### config.mk
export PLATFORM = sky130hd
export DESIGN_NAME = detector_box_decode_filter_top
export DESIGN_NICKNAME = d
export VERILOG_FILES = /design/src/design/dbdf_pkg.sv /design/src/design/dbdf_row_acc.sv /design/src/design/dbdf_box_mul.sv /design/src/design/dbdf_emit.sv /design/src/design/detector_box_decode_filter_top.sv
export SDC_FILE = /design/constraint.sdc
export NUM_CORES = 2
export LEC_CHECK = 0
export ABC_AREA = 1
export BUFFER_PORTS_ARGS = -buffer_cell sky130_fd_sc_hd__buf_2
export CAP_MARGIN = 25
export CORE_MARGIN = 5
export CORE_UTILIZATION = 48
export CTS_CLUSTER_SIZE = 25
export DETAILED_ROUTE_END_ITERATION = 16
export GPL_TIMING_DRIVEN = 0
export HOLD_SLACK_MARGIN = 0.15
export PLACE_DENSITY_LB_ADDON = 0.15
export SKIP_LAST_GASP = 1
export SLEW_MARGIN = 40
export SYNTH_ARGS = -nofsm -noshare
export SYNTH_HDL_FRONTEND = slang
export SYNTH_SLANG_ARGS = --single-unit
### constraint.sdc
create_clock -name clk_i -period 10.2 [get_ports clk_i]
set_input_delay 1.02 -clock clk_i [delete_from_list [all_inputs] [get_ports clk_i]]
set_output_delay 1.02 -clock clk_i [all_outputs]
set_load 0.01 [all_outputs]
### src/design/dbdf_pkg.sv
`timescale 1ns / 1ps

package dbdf_pkg;

  localparam int unsigned CfgIdxW  = 3;
  localparam int unsigned CfgDataW = 16;
  localparam int unsigned HeaderLen = 5;

  typedef enum logic [CfgIdxW-1:0] {
    CFG_SCORE_THRESHOLD = 3'd0,
    CFG_SCALE_X         = 3'd1,
    CFG_SCALE_Y         = 3'd2,
    CFG_MAX_BOXES       = 3'd3,
    CFG_CLASS_COUNT     = 3'd4
  } cfg_idx_e;

  typedef enum logic {
    EV_CLEAR = 1'b0,
    EV_ROW   = 1'b1
  } ev_e;

  typedef struct packed {
    logic signed [15:0] value;
    logic               frame_start;
  } in_item_t;

  typedef struct packed {
    logic signed [23:0] left;
    logic signed [23:0] top;
    logic signed [23:0] right;
    logic signed [23:0] bottom;
    logic [14:0]        score;
    logic [6:0]         class_id;
  } out_item_t;

  // Row-end or frame-clear event leaving the accumulator.
  typedef struct packed {
    ev_e                kind;
    logic               obj_ok;
    logic [6:0]         cls;
    logic signed [15:0] obj;
    logic signed [15:0] best;
    logic signed [17:0] l2;
    logic signed [17:0] t2;
    logic signed [17:0] r2;
    logic signed [17:0] b2;
  } row_ev_t;

  // Event after the multiplier stage.
  typedef struct packed {
    ev_e                kind;
    logic               obj_ok;
    logic [6:0]         cls;
    logic signed [31:0] prod;
    logic signed [34:0] pl;
    logic signed [34:0] pt;
    logic signed [34:0] pr;
    logic signed [34:0] pb;
  } prod_ev_t;

endpackage

### src/design/dbdf_row_acc.sv
`timescale 1ns / 1ps

module dbdf_row_acc
  import dbdf_pkg::*;
#(
  parameter int unsigned MAX_CLASSES = 128
) (
  input  logic        clk_i,
  input  logic        rst_ni,
  input  logic        in_valid_i,
  output logic        in_ready_o,
  input  in_item_t    in_data_i,
  input  logic [14:0] score_threshold_i,
  input  logic [7:0]  class_count_i,
  output logic        a_valid_o,
  input  logic        a_ready_i,
  output row_ev_t     a_data_o
);

  localparam int unsigned PosW = $clog2(MAX_CLASSES + HeaderLen);
  localparam logic [7:0] MaxCls = 8'(MAX_CLASSES);
  localparam logic [PosW-1:0] PosObj = PosW'(HeaderLen - 1);

  logic [PosW-1:0]    pos_q, pos_d, pos_eff, cidx;
  logic signed [15:0] geo_q [4];
  logic signed [15:0] obj_q, best_q, best_d;
  logic [6:0]         bcls_q, bcls_d;
  logic               a_valid_q;
  row_ev_t            a_q, a_d;
  logic [7:0]         cls_eff;
  logic               accept, row_last, take, a_load;
  logic signed [15:0] v;

  assign v       = in_data_i.value;
  assign accept  = in_valid_i && in_ready_o;
  assign pos_eff = in_data_i.frame_start ? '0 : pos_q;
  assign cidx    = pos_eff - PosW'(HeaderLen);

  always_comb begin
    if (class_count_i == 8'd0) begin
      cls_eff = 8'd1;
    end else if (class_count_i > MaxCls) begin
      cls_eff = MaxCls;
    end else begin
      cls_eff = class_count_i;
    end
  end

  always_comb begin
    take     = (pos_eff == PosW'(HeaderLen)) || (v > best_q);
    best_d   = take ? v : best_q;
    bcls_d   = take ? 7'(cidx) : bcls_q;
    row_last = (pos_eff > PosObj) &&
               (9'(pos_eff) >= 9'(cls_eff) + 9'(HeaderLen - 1));
    if (pos_eff <= PosObj) begin
      pos_d = pos_eff + 1'b1;
    end else if (row_last) begin
      pos_d = '0;
    end else begin
      pos_d = pos_eff + 1'b1;
    end
  end

  assign a_load = accept && (in_data_i.frame_start || row_last);

  always_comb begin
    a_d        = a_q;
    a_d.kind   = in_data_i.frame_start ? EV_CLEAR : EV_ROW;
    a_d.obj_ok = obj_q >= $signed({1'b0, score_threshold_i});
    a_d.cls    = bcls_d;
    a_d.obj    = obj_q;
    a_d.best   = best_d;
    a_d.l2     = {geo_q[0][15], geo_q[0], 1'b0} - {{2{geo_q[2][15]}}, geo_q[2]};
    a_d.r2     = {geo_q[0][15], geo_q[0], 1'b0} + {{2{geo_q[2][15]}}, geo_q[2]};
    a_d.t2     = {geo_q[1][15], geo_q[1], 1'b0} - {{2{geo_q[3][15]}}, geo_q[3]};
    a_d.b2     = {geo_q[1][15], geo_q[1], 1'b0} + {{2{geo_q[3][15]}}, geo_q[3]};
  end

  assign in_ready_o = !a_valid_q || a_ready_i;
  assign a_valid_o  = a_valid_q;
  assign a_data_o   = a_q;

  always_ff @(posedge clk_i or negedge rst_ni) begin
    if (!rst_ni) begin
      pos_q     <= '0;
      geo_q     <= '{default: '0};
      obj_q     <= '0;
      best_q    <= '0;
      bcls_q    <= '0;
      a_valid_q <= 1'b0;
    end else begin
      if (accept) begin
        pos_q <= pos_d;
        if (pos_eff < PosObj) begin
          geo_q[pos_eff[1:0]] <= v;
        end else if (pos_eff == PosObj) begin
          obj_q <= v;
        end else begin
          best_q <= best_d;
          bcls_q <= bcls_d;
        end
      end
      if (a_load) begin
        a_valid_q <= 1'b1;
      end else if (a_ready_i) begin
        a_valid_q <= 1'b0;
      end
    end
  end

  always_ff @(posedge clk_i) begin
    if (a_load) begin
      a_q <= a_d;
    end
  end

  a_pos_bound: assert property (@(posedge clk_i) disable iff (!rst_ni)
    9'(pos_q) <= 9'(MAX_CLASSES + HeaderLen - 1))
    else $error("row position past the last class");

  a_event_hold: assert property (@(posedge clk_i) disable iff (!rst_ni)
    a_valid_q && !a_ready_i |=> a_valid_q && $stable(a_q))
    else $error("pending row event changed while stalled");

  a_ready_when_free: assert property (@(posedge clk_i) disable iff (!rst_ni)
    !a_valid_q |-> in_ready_o)
    else $error("input stalled with an empty event stage");

endmodule

### src/design/dbdf_box_mul.sv
`timescale 1ns / 1ps

module dbdf_box_mul
  import dbdf_pkg::*;
(
  input  logic        clk_i,
  input  logic        rst_ni,
  input  logic        a_valid_i,
  output logic        a_ready_o,
  input  row_ev_t     a_data_i,
  input  logic [15:0] scale_x_i,
  input  logic [15:0] scale_y_i,
  output logic        b_valid_o,
  input  logic        b_ready_i,
  output prod_ev_t    b_data_o
);

  logic     b_valid_q, b_load;
  prod_ev_t b_q, b_d;

  assign a_ready_o = !b_valid_q || b_ready_i;
  assign b_load    = a_valid_i && a_ready_o;

  always_comb begin
    b_d.kind   = a_data_i.kind;
    b_d.obj_ok = a_data_i.obj_ok;
    b_d.cls    = a_data_i.cls;
    b_d.prod   = a_data_i.obj * a_data_i.best;
    b_d.pl     = a_data_i.l2 * $signed({1'b0, scale_x_i});
    b_d.pr     = a_data_i.r2 * $signed({1'b0, scale_x_i});
    b_d.pt     = a_data_i.t2 * $signed({1'b0, scale_y_i});
    b_d.pb     = a_data_i.b2 * $signed({1'b0, scale_y_i});
  end

  always_ff @(posedge clk_i or negedge rst_ni) begin
    if (!rst_ni) begin
      b_valid_q <= 1'b0;
    end else if (b_load) begin
      b_valid_q <= 1'b1;
    end else if (b_ready_i) begin
      b_valid_q <= 1'b0;
    end
  end

  always_ff @(posedge clk_i) begin
    if (b_load) begin
      b_q <= b_d;
    end
  end

  assign b_valid_o = b_valid_q;
  assign b_data_o  = b_q;

endmodule

### src/design/dbdf_emit.sv
`timescale 1ns / 1ps

module dbdf_emit
  import dbdf_pkg::*;
(
  input  logic        clk_i,
  input  logic        rst_ni,
  input  logic        b_valid_i,
  output logic        b_ready_o,
  input  prod_ev_t    b_data_i,
  input  logic [14:0] score_threshold_i,
  input  logic [15:0] max_boxes_i,
  output logic        out_valid_o,
  input  logic        out_ready_i,
  output out_item_t   out_data_o
);

  logic               o_valid_q, stopped_q, b_go, pass;
  logic [16:0]        cnt_q, cnt_inc;
  logic signed [16:0] conf;
  out_item_t          out_q, out_d;

  function automatic logic signed [23:0] edge_px(input logic signed [34:0] p);
    logic signed [34:0] s;
    s = (p + 35'sd4096) >>> 13;
    if (s > 35'sd8388607) begin
      return 24'sh7fffff;
    end else if (s < -35'sd8388608) begin
      return 24'sh800000;
    end
    return s[23:0];
  endfunction

  assign b_ready_o = !o_valid_q || out_ready_i;
  assign b_go      = b_valid_i && b_ready_o;
  assign conf      = 17'(b_data_i.prod >>> 15);
  assign cnt_inc   = cnt_q + 17'd1;
  assign pass      = (b_data_i.kind == EV_ROW) && !stopped_q && b_data_i.obj_ok &&
                     (conf >= $signed({2'b00, score_threshold_i}));

  always_comb begin
    out_d.left     = edge_px(b_data_i.pl);
    out_d.top      = edge_px(b_data_i.pt);
    out_d.right    = edge_px(b_data_i.pr);
    out_d.bottom   = edge_px(b_data_i.pb);
    out_d.score    = conf[14:0];
    out_d.class_id = b_data_i.cls;
  end

  always_ff @(posedge clk_i or negedge rst_ni) begin
    if (!rst_ni) begin
      o_valid_q <= 1'b0;
      cnt_q     <= '0;
      stopped_q <= 1'b0;
    end else begin
      if (b_go && pass) begin
        o_valid_q <= 1'b1;
      end else if (out_ready_i) begin
        o_valid_q <= 1'b0;
      end
      if (b_go) begin
        if (b_data_i.kind == EV_CLEAR) begin
          cnt_q     <= '0;
          stopped_q <= 1'b0;
        end else if (pass) begin
          cnt_q <= cnt_inc;
          if (cnt_inc > {1'b0, max_boxes_i}) begin
            stopped_q <= 1'b1;
          end
        end
      end
    end
  end

  always_ff @(posedge clk_i) begin
    if (b_go && pass) begin
      out_q <= out_d;
    end
  end

  assign out_valid_o = o_valid_q;
  assign out_data_o  = out_q;

  a_cnt_only_on_box: assert property (@(posedge clk_i) disable iff (!rst_ni)
    b_go && (b_data_i.kind == EV_ROW) && !pass |=> cnt_q == $past(cnt_q))
    else $error("box count moved without an emitted box");

  a_stop_needs_count: assert property (@(posedge clk_i) disable iff (!rst_ni)
    $rose(stopped_q) |-> cnt_q > {1'b0, max_boxes_i})
    else $error("frame stopped below the box limit");

  a_out_hold: assert property (@(posedge clk_i) disable iff (!rst_ni)
    o_valid_q && !out_ready_i |=> o_valid_q && $stable(out_q))
    else $error("pending box changed while stalled");

endmodule

### src/design/detector_box_decode_filter_top.sv
`timescale 1ns / 1ps

// Detector row decoder: one row element per input beat (cx, cy, w, h,
// objectness, then class_count class scores). frame_start on the first
// element of a frame clears the box count and drops any partial row.
// Output beats carry a scaled corner box, the combined score and the
// class index, only for rows that pass both score thresholds until the
// frame's box count exceeds max_boxes. Input takes one beat per cycle
// while in_ready_o is high. A row-end event passes an event stage, a
// multiplier stage (one 16x16 and four 18x17 signed products in
// parallel) and the output register before the box shows on
// out_valid_o. Rows are at least six beats long, so the three event
// stages never fill in steady state; in_ready_o only drops when all
// three hold events and the receiver stalls out_ready_i.
// Reset loads the register defaults (threshold 8192, scales 4096,
// max_boxes 4096, class_count 80), restarts the row at cx and empties
// the pipeline. Configuration writes take effect at once and should only
// be issued while no box is pending.
module detector_box_decode_filter_top
  import dbdf_pkg::*;
#(
  parameter int unsigned MAX_CLASSES = 128
) (
  input  logic                clk_i,
  input  logic                rst_ni,
  input  logic                in_valid_i,
  output logic                in_ready_o,
  input  in_item_t            in_data_i,
  output logic                out_valid_o,
  input  logic                out_ready_i,
  output out_item_t           out_data_o,
  input  logic                cfg_we_i,
  input  logic [CfgIdxW-1:0]  cfg_index_i,
  input  logic [CfgDataW-1:0] cfg_data_i
);

  logic [14:0] thr_q;
  logic [15:0] scale_x_q, scale_y_q, max_boxes_q;
  logic [7:0]  class_count_q;
  logic        a_valid, a_ready, b_valid, b_ready;
  row_ev_t     a_data;
  prod_ev_t    b_data;

  always_ff @(posedge clk_i or negedge rst_ni) begin
    if (!rst_ni) begin
      thr_q         <= 15'd8192;
      scale_x_q     <= 16'd4096;
      scale_y_q     <= 16'd4096;
      max_boxes_q   <= 16'd4096;
      class_count_q <= 8'd80;
    end else if (cfg_we_i) begin
      unique case (cfg_idx_e'(cfg_index_i))
        CFG_SCORE_THRESHOLD: thr_q         <= cfg_data_i[14:0];
        CFG_SCALE_X:         scale_x_q     <= cfg_data_i;
        CFG_SCALE_Y:         scale_y_q     <= cfg_data_i;
        CFG_MAX_BOXES:       max_boxes_q   <= cfg_data_i;
        CFG_CLASS_COUNT:     class_count_q <= cfg_data_i[7:0];
        default: ;
      endcase
    end
  end

  dbdf_row_acc #(
    .MAX_CLASSES(MAX_CLASSES)
  ) u_row_acc (
    .clk_i             (clk_i),
    .rst_ni            (rst_ni),
    .in_valid_i        (in_valid_i),
    .in_ready_o        (in_ready_o),
    .in_data_i         (in_data_i),
    .score_threshold_i (thr_q),
    .class_count_i     (class_count_q),
    .a_valid_o         (a_valid),
    .a_ready_i         (a_ready),
    .a_data_o          (a_data)
  );

  dbdf_box_mul u_box_mul (
    .clk_i     (clk_i),
    .rst_ni    (rst_ni),
    .a_valid_i (a_valid),
    .a_ready_o (a_ready),
    .a_data_i  (a_data),
    .scale_x_i (scale_x_q),
    .scale_y_i (scale_y_q),
    .b_valid_o (b_valid),
    .b_ready_i (b_ready),
    .b_data_o  (b_data)
  );

  dbdf_emit u_emit (
    .clk_i             (clk_i),
    .rst_ni            (rst_ni),
    .b_valid_i         (b_valid),
    .b_ready_o         (b_ready),
    .b_data_i          (b_data),
    .score_threshold_i (thr_q),
    .max_boxes_i       (max_boxes_q),
    .out_valid_o       (out_valid_o),
    .out_ready_i       (out_ready_i),
    .out_data_o        (out_data_o)
  );

endmodule

==> reports/metrics.csv <==
stage,metric,value,unit
run_status,outcome,"finished, final reports clean",
hold_path,worst min path class,reg -> reg,
timing,Slew Limit Fails,0,
clocking,post-CTS setup buffer count,0,
hold_path,hold path endpoint,u_box_mul.b_data_o[177],
timing,hold_ws,0.4204,ns
synth,Async SR Flop Fraction,37.18,%
drt,via count,60900,
drt,Detail Route Antenna Nets,0,
job,Max Cap Viol,0,
clocking,CTS Buf Count,67,
final_layout,P&R area growth vs syn,7.763,%
synth,Post-synth top flop,edfxtp_1,
hold_path,Worst Min Path Start,u_row_acc.a_data_o[109],
clocking,H-tree Lvls,3,
critical_path,Worst Path Max Fanout,10,
timing,RSZ-0062 raised after global routing,false,
drt,1st-pass router iterations,8,
synth,"EDFF count, synth",343,
global_routing,grt met2 use,44.33,%
critical_path,R2R cell count,18,
critical_path,R2R Setup Slk,2.71,ns
critical_path,CP max stage delay,0.91,ns
timing,fin worst setup slack,2.709,ns
critical_path,"Top cell by count, worst path",fa_1,
critical_path,critical path required time,10.69,ns
floorplan,die area,177000,um2
global_routing,total grt overflow,0,
synth,Syn Std Cell Area,80960,um2
synth,Yosys top cell area share,35.33,%
timing,Final setup violation count,0,
placed_design,Buffers on Ports,160,
drt,DRC viols,0,
critical_path,WS Path Type,reg -> reg,
clocking,Clock Tree Buf Depth,3,
timing,maximum operating frequency,133.5,MHz
synth,yosys warns,0,
timing,Clock Skew,0.07105,ns
synth,net count after synthesis,11550,
global_routing,first-pass GRT wire length,367700,um
critical_path,R2R Path End,u_box_mul.b_data_o[139],
floorplan,Die Wd,420.7,um
global_routing,Total Routing Usage GR,26.99,%
floorplan,Core Area,167400,um2
critical_path,"critical path, cell by cell",clkbuf_1 -> clkbuf_1 -> nand2_1 -> inv_1 -> fa_1 -> fa_1 -> fa_1 -> fa_1 -> fa_1 -> inv_1 -> fa_1 -> inv_1 -> ha_1 -> nand2_1 -> nor4_1 -> nand3_1 -> nand2_1 -> xor2_1,
critical_path,slowest CP cell,fa_1,
timing,fin crit period,7.491,ns
synth,library cells used by synthesis,60,
clocking,Worst-path clk slew,0.06,ns
synth,Yosys top cell by area,fa_1,
critical_path,CP Data Arrival Time,7.98,ns
global_routing,pin count of the biggest net entering global routing,70,
hold_path,Hold Path Depth,0,
clocking,CTS tree,yes,
timing,crit share post-route,73.45,%
final_layout,share of layout cells above drive strength 1,4.150,%
critical_path,CP startpoint kind,flip-flop,
synth,#FFs+latches synth,546,
clocking,clk sink count,546,
final_layout,n_diodes,0,
placed_design,Placer Congestion,0.9542,
placed_design,Place WS,2.853,ns
drt,DR WL/cell,19.25,um
floorplan,Boundary Pins,161,
synth,sequential share of the synthesized area,19.01,%
floorplan,row cnt,150,
drt,DR iter-0 viols,4164,
floorplan,Die Y-Extent,420.7,um
floorplan,Initial Utilization,48.36,%
placed_design,hpwl dp,196800,um
timing,Relative slew margins,38.79,%
synth,ranking of synthesized cells by area,"fa_1, edfxtp_1, inv_1",
clocking,Clock Latency Late Sink,0.73,ns
clocking,CTS Root Cell,clkbuf_16,
global_routing,met1 usage,36.68,%
global_routing,GRT Max-Usage Layer,met2,
timing,Fin Setup TNS,0,ns
drt,Post-Route WL,231200,um
timing,final hold violation count,0,
synth,cells after synthesis,9509,
global_routing,global-route track usage on met3,4.148,%
synth,Mean Syn Cell Area,8.514,um2
timing,Slew @ Worst Pin,0.9181,ns
drt,DR vias/cell,5.070,
critical_path,r2r startpoint,scale_x_q[4],
critical_path,crit end category,flip-flop,
global_routing,vias in the first global route,64120,
global_routing,initial antenna violation count,3,
final_layout,Layout Nets,11800,
layout make-up:
| class | instances | area (um2) |
|---|---|---|
| tap | 2204 | 2758 |
| sequential | 546 | 15390 |
| fill | 15880 | 80160 |
| buffer | 376 | 1526 |
| clock buffer | 82 | 1824 |
| timing repair buffer | 175 | 1127 |
| multi-input combinational | 5877 | 53930 |
| clock inverter | 41 | 513.0 |
| inverter | 2710 | 10180 |
Yosys cell counts (13+ instances only):
cell and instances:
buf_2 26, fa_1 1429, edfxtp_1 343, nand2_1 2205, nor4_1 23, o21ai_0 215, nor3_1 64, nand3_1 179
ha_1 572, dfrtp_1 197, a21oi_1 275, o21ai_1 73, o21a_1 14, o21bai_1 24, a21o_1 26, xnor2_1 68
a31oi_1 18, nor2_1 266, o211ai_1 13, inv_1 2701, clkbuf_1 338, nand4_1 45, nand3b_1 17, and2_1 21
xor2_1 229, mux2i_1 14
per-stage QoR:
step / std cells / utilization, % / area, um2
5_1_grt: 12010 / 52.12 / 87250
4_1_cts: 12010 / 52.11 / 87230
3_3_place_gp: 11870 / 50.49 / 84520
3_5_place_dp: 11890 / 50.70 / 84890
2_1_floorplan: 9509 / - / 80960
6_report: 12010 / 52.12 / 87250
sequential cells by signal, summed over array words and instances, names as in the netlist, 15 cells and up:
register and flops:
u_box_mul.b_data_o 118, u_emit.out_data_o 114, u_row_acc.a_data_o 111, u_row_acc.geo_q 64, u_emit.cnt_q 17, max_boxes_q 16
scale_x_q 16, scale_y_q 16, u_row_acc.best_q 16, u_row_acc.obj_q 16, thr_q 15
logic make-up (layout without fill, tap and decap cells):
kind of cell             Yosys count  after routing  synth area share (%)
XOR/XNOR                         297            297                 3.213
AO/OA/AOI/OAI                    699            699                 4.752
adder cells (fa/ha/maj)         2001           2001                 44.17
multiplexers                      14             14                0.1731
buffers and inverters           3086           3384                 14.40
AND/OR/NAND/NOR                 2866           2866                 14.29
flip-flops                       546            546                 19.01
layout by cell type (no fill, tap or decap), types with 13 or more instances in the layout:
cell       count
and2_1        21
o211ai_1      13
clkbuf_2      28
nand3b_1      17
nand2_1     2205
a21oi_1      274
nor3_1        64
ha_1         572
o21ai_1       73
nor2_1       266
xnor2_1       68
a21o_1        26
fa_1        1429
xor2_1       229
nor4_1        23
o21bai_1      24
nand3_1      179
mux2i_1       14
dfrtp_1      197
buf_2        184
inv_1       2700
o21a_1        14
a31oi_1       18
clkbuf_16     68
clkbuf_1     318
edfxtp_1     343
nand4_1       45
o21ai_0      215
how the worst max path moves through the flow:
stage / from / slack, ns / to / cells after the start
4_1_cts: scale_x_q[4] / 2.84 / u_box_mul.b_data_o[139] / 18
2_1_floorplan: in_data_i[0] / 2.05 / u_row_acc.a_data_o[0] / 13
3_3_place_gp: in_data_i[0] / -1.47 / u_row_acc.a_data_o[5] / 14
6_report: scale_x_q[4] / 2.71 / u_box_mul.b_data_o[139] / 18
3_5_place_dp: scale_x_q[6] / 2.85 / u_box_mul.b_data_o[138] / 20
5_1_grt: scale_x_q[4] / 2.41 / u_box_mul.b_data_o[138] / 20
layer usage:
layer	up-vias	routed length, um
met5	-	13
met4	2	9168
met3	375	15090
met2	1860	107700
met1	30410	99190
li1	28250	-
worst max-delay path, delay by kind of cell (launching register included):
kind | cells | cell delay [ns]
adder cells (fa/ha/maj) | 7 | 3.89
buffers and inverters | 5 | 1.51
AND/OR/NAND/NOR | 5 | 1.18
flip-flops | 1 | 0.32
XOR/XNOR | 1 | 0.32
repair_timing:
item                       4_1_cts  5_1_grt
hold buffers                     1        0
hold endpoints to repair        15        0
setup endpoints to repair        0        0
resized for setup                0        0
Power is not shown: default switching activity piles up to over one toggle a cycle in this logic, so the estimate is an artifact.
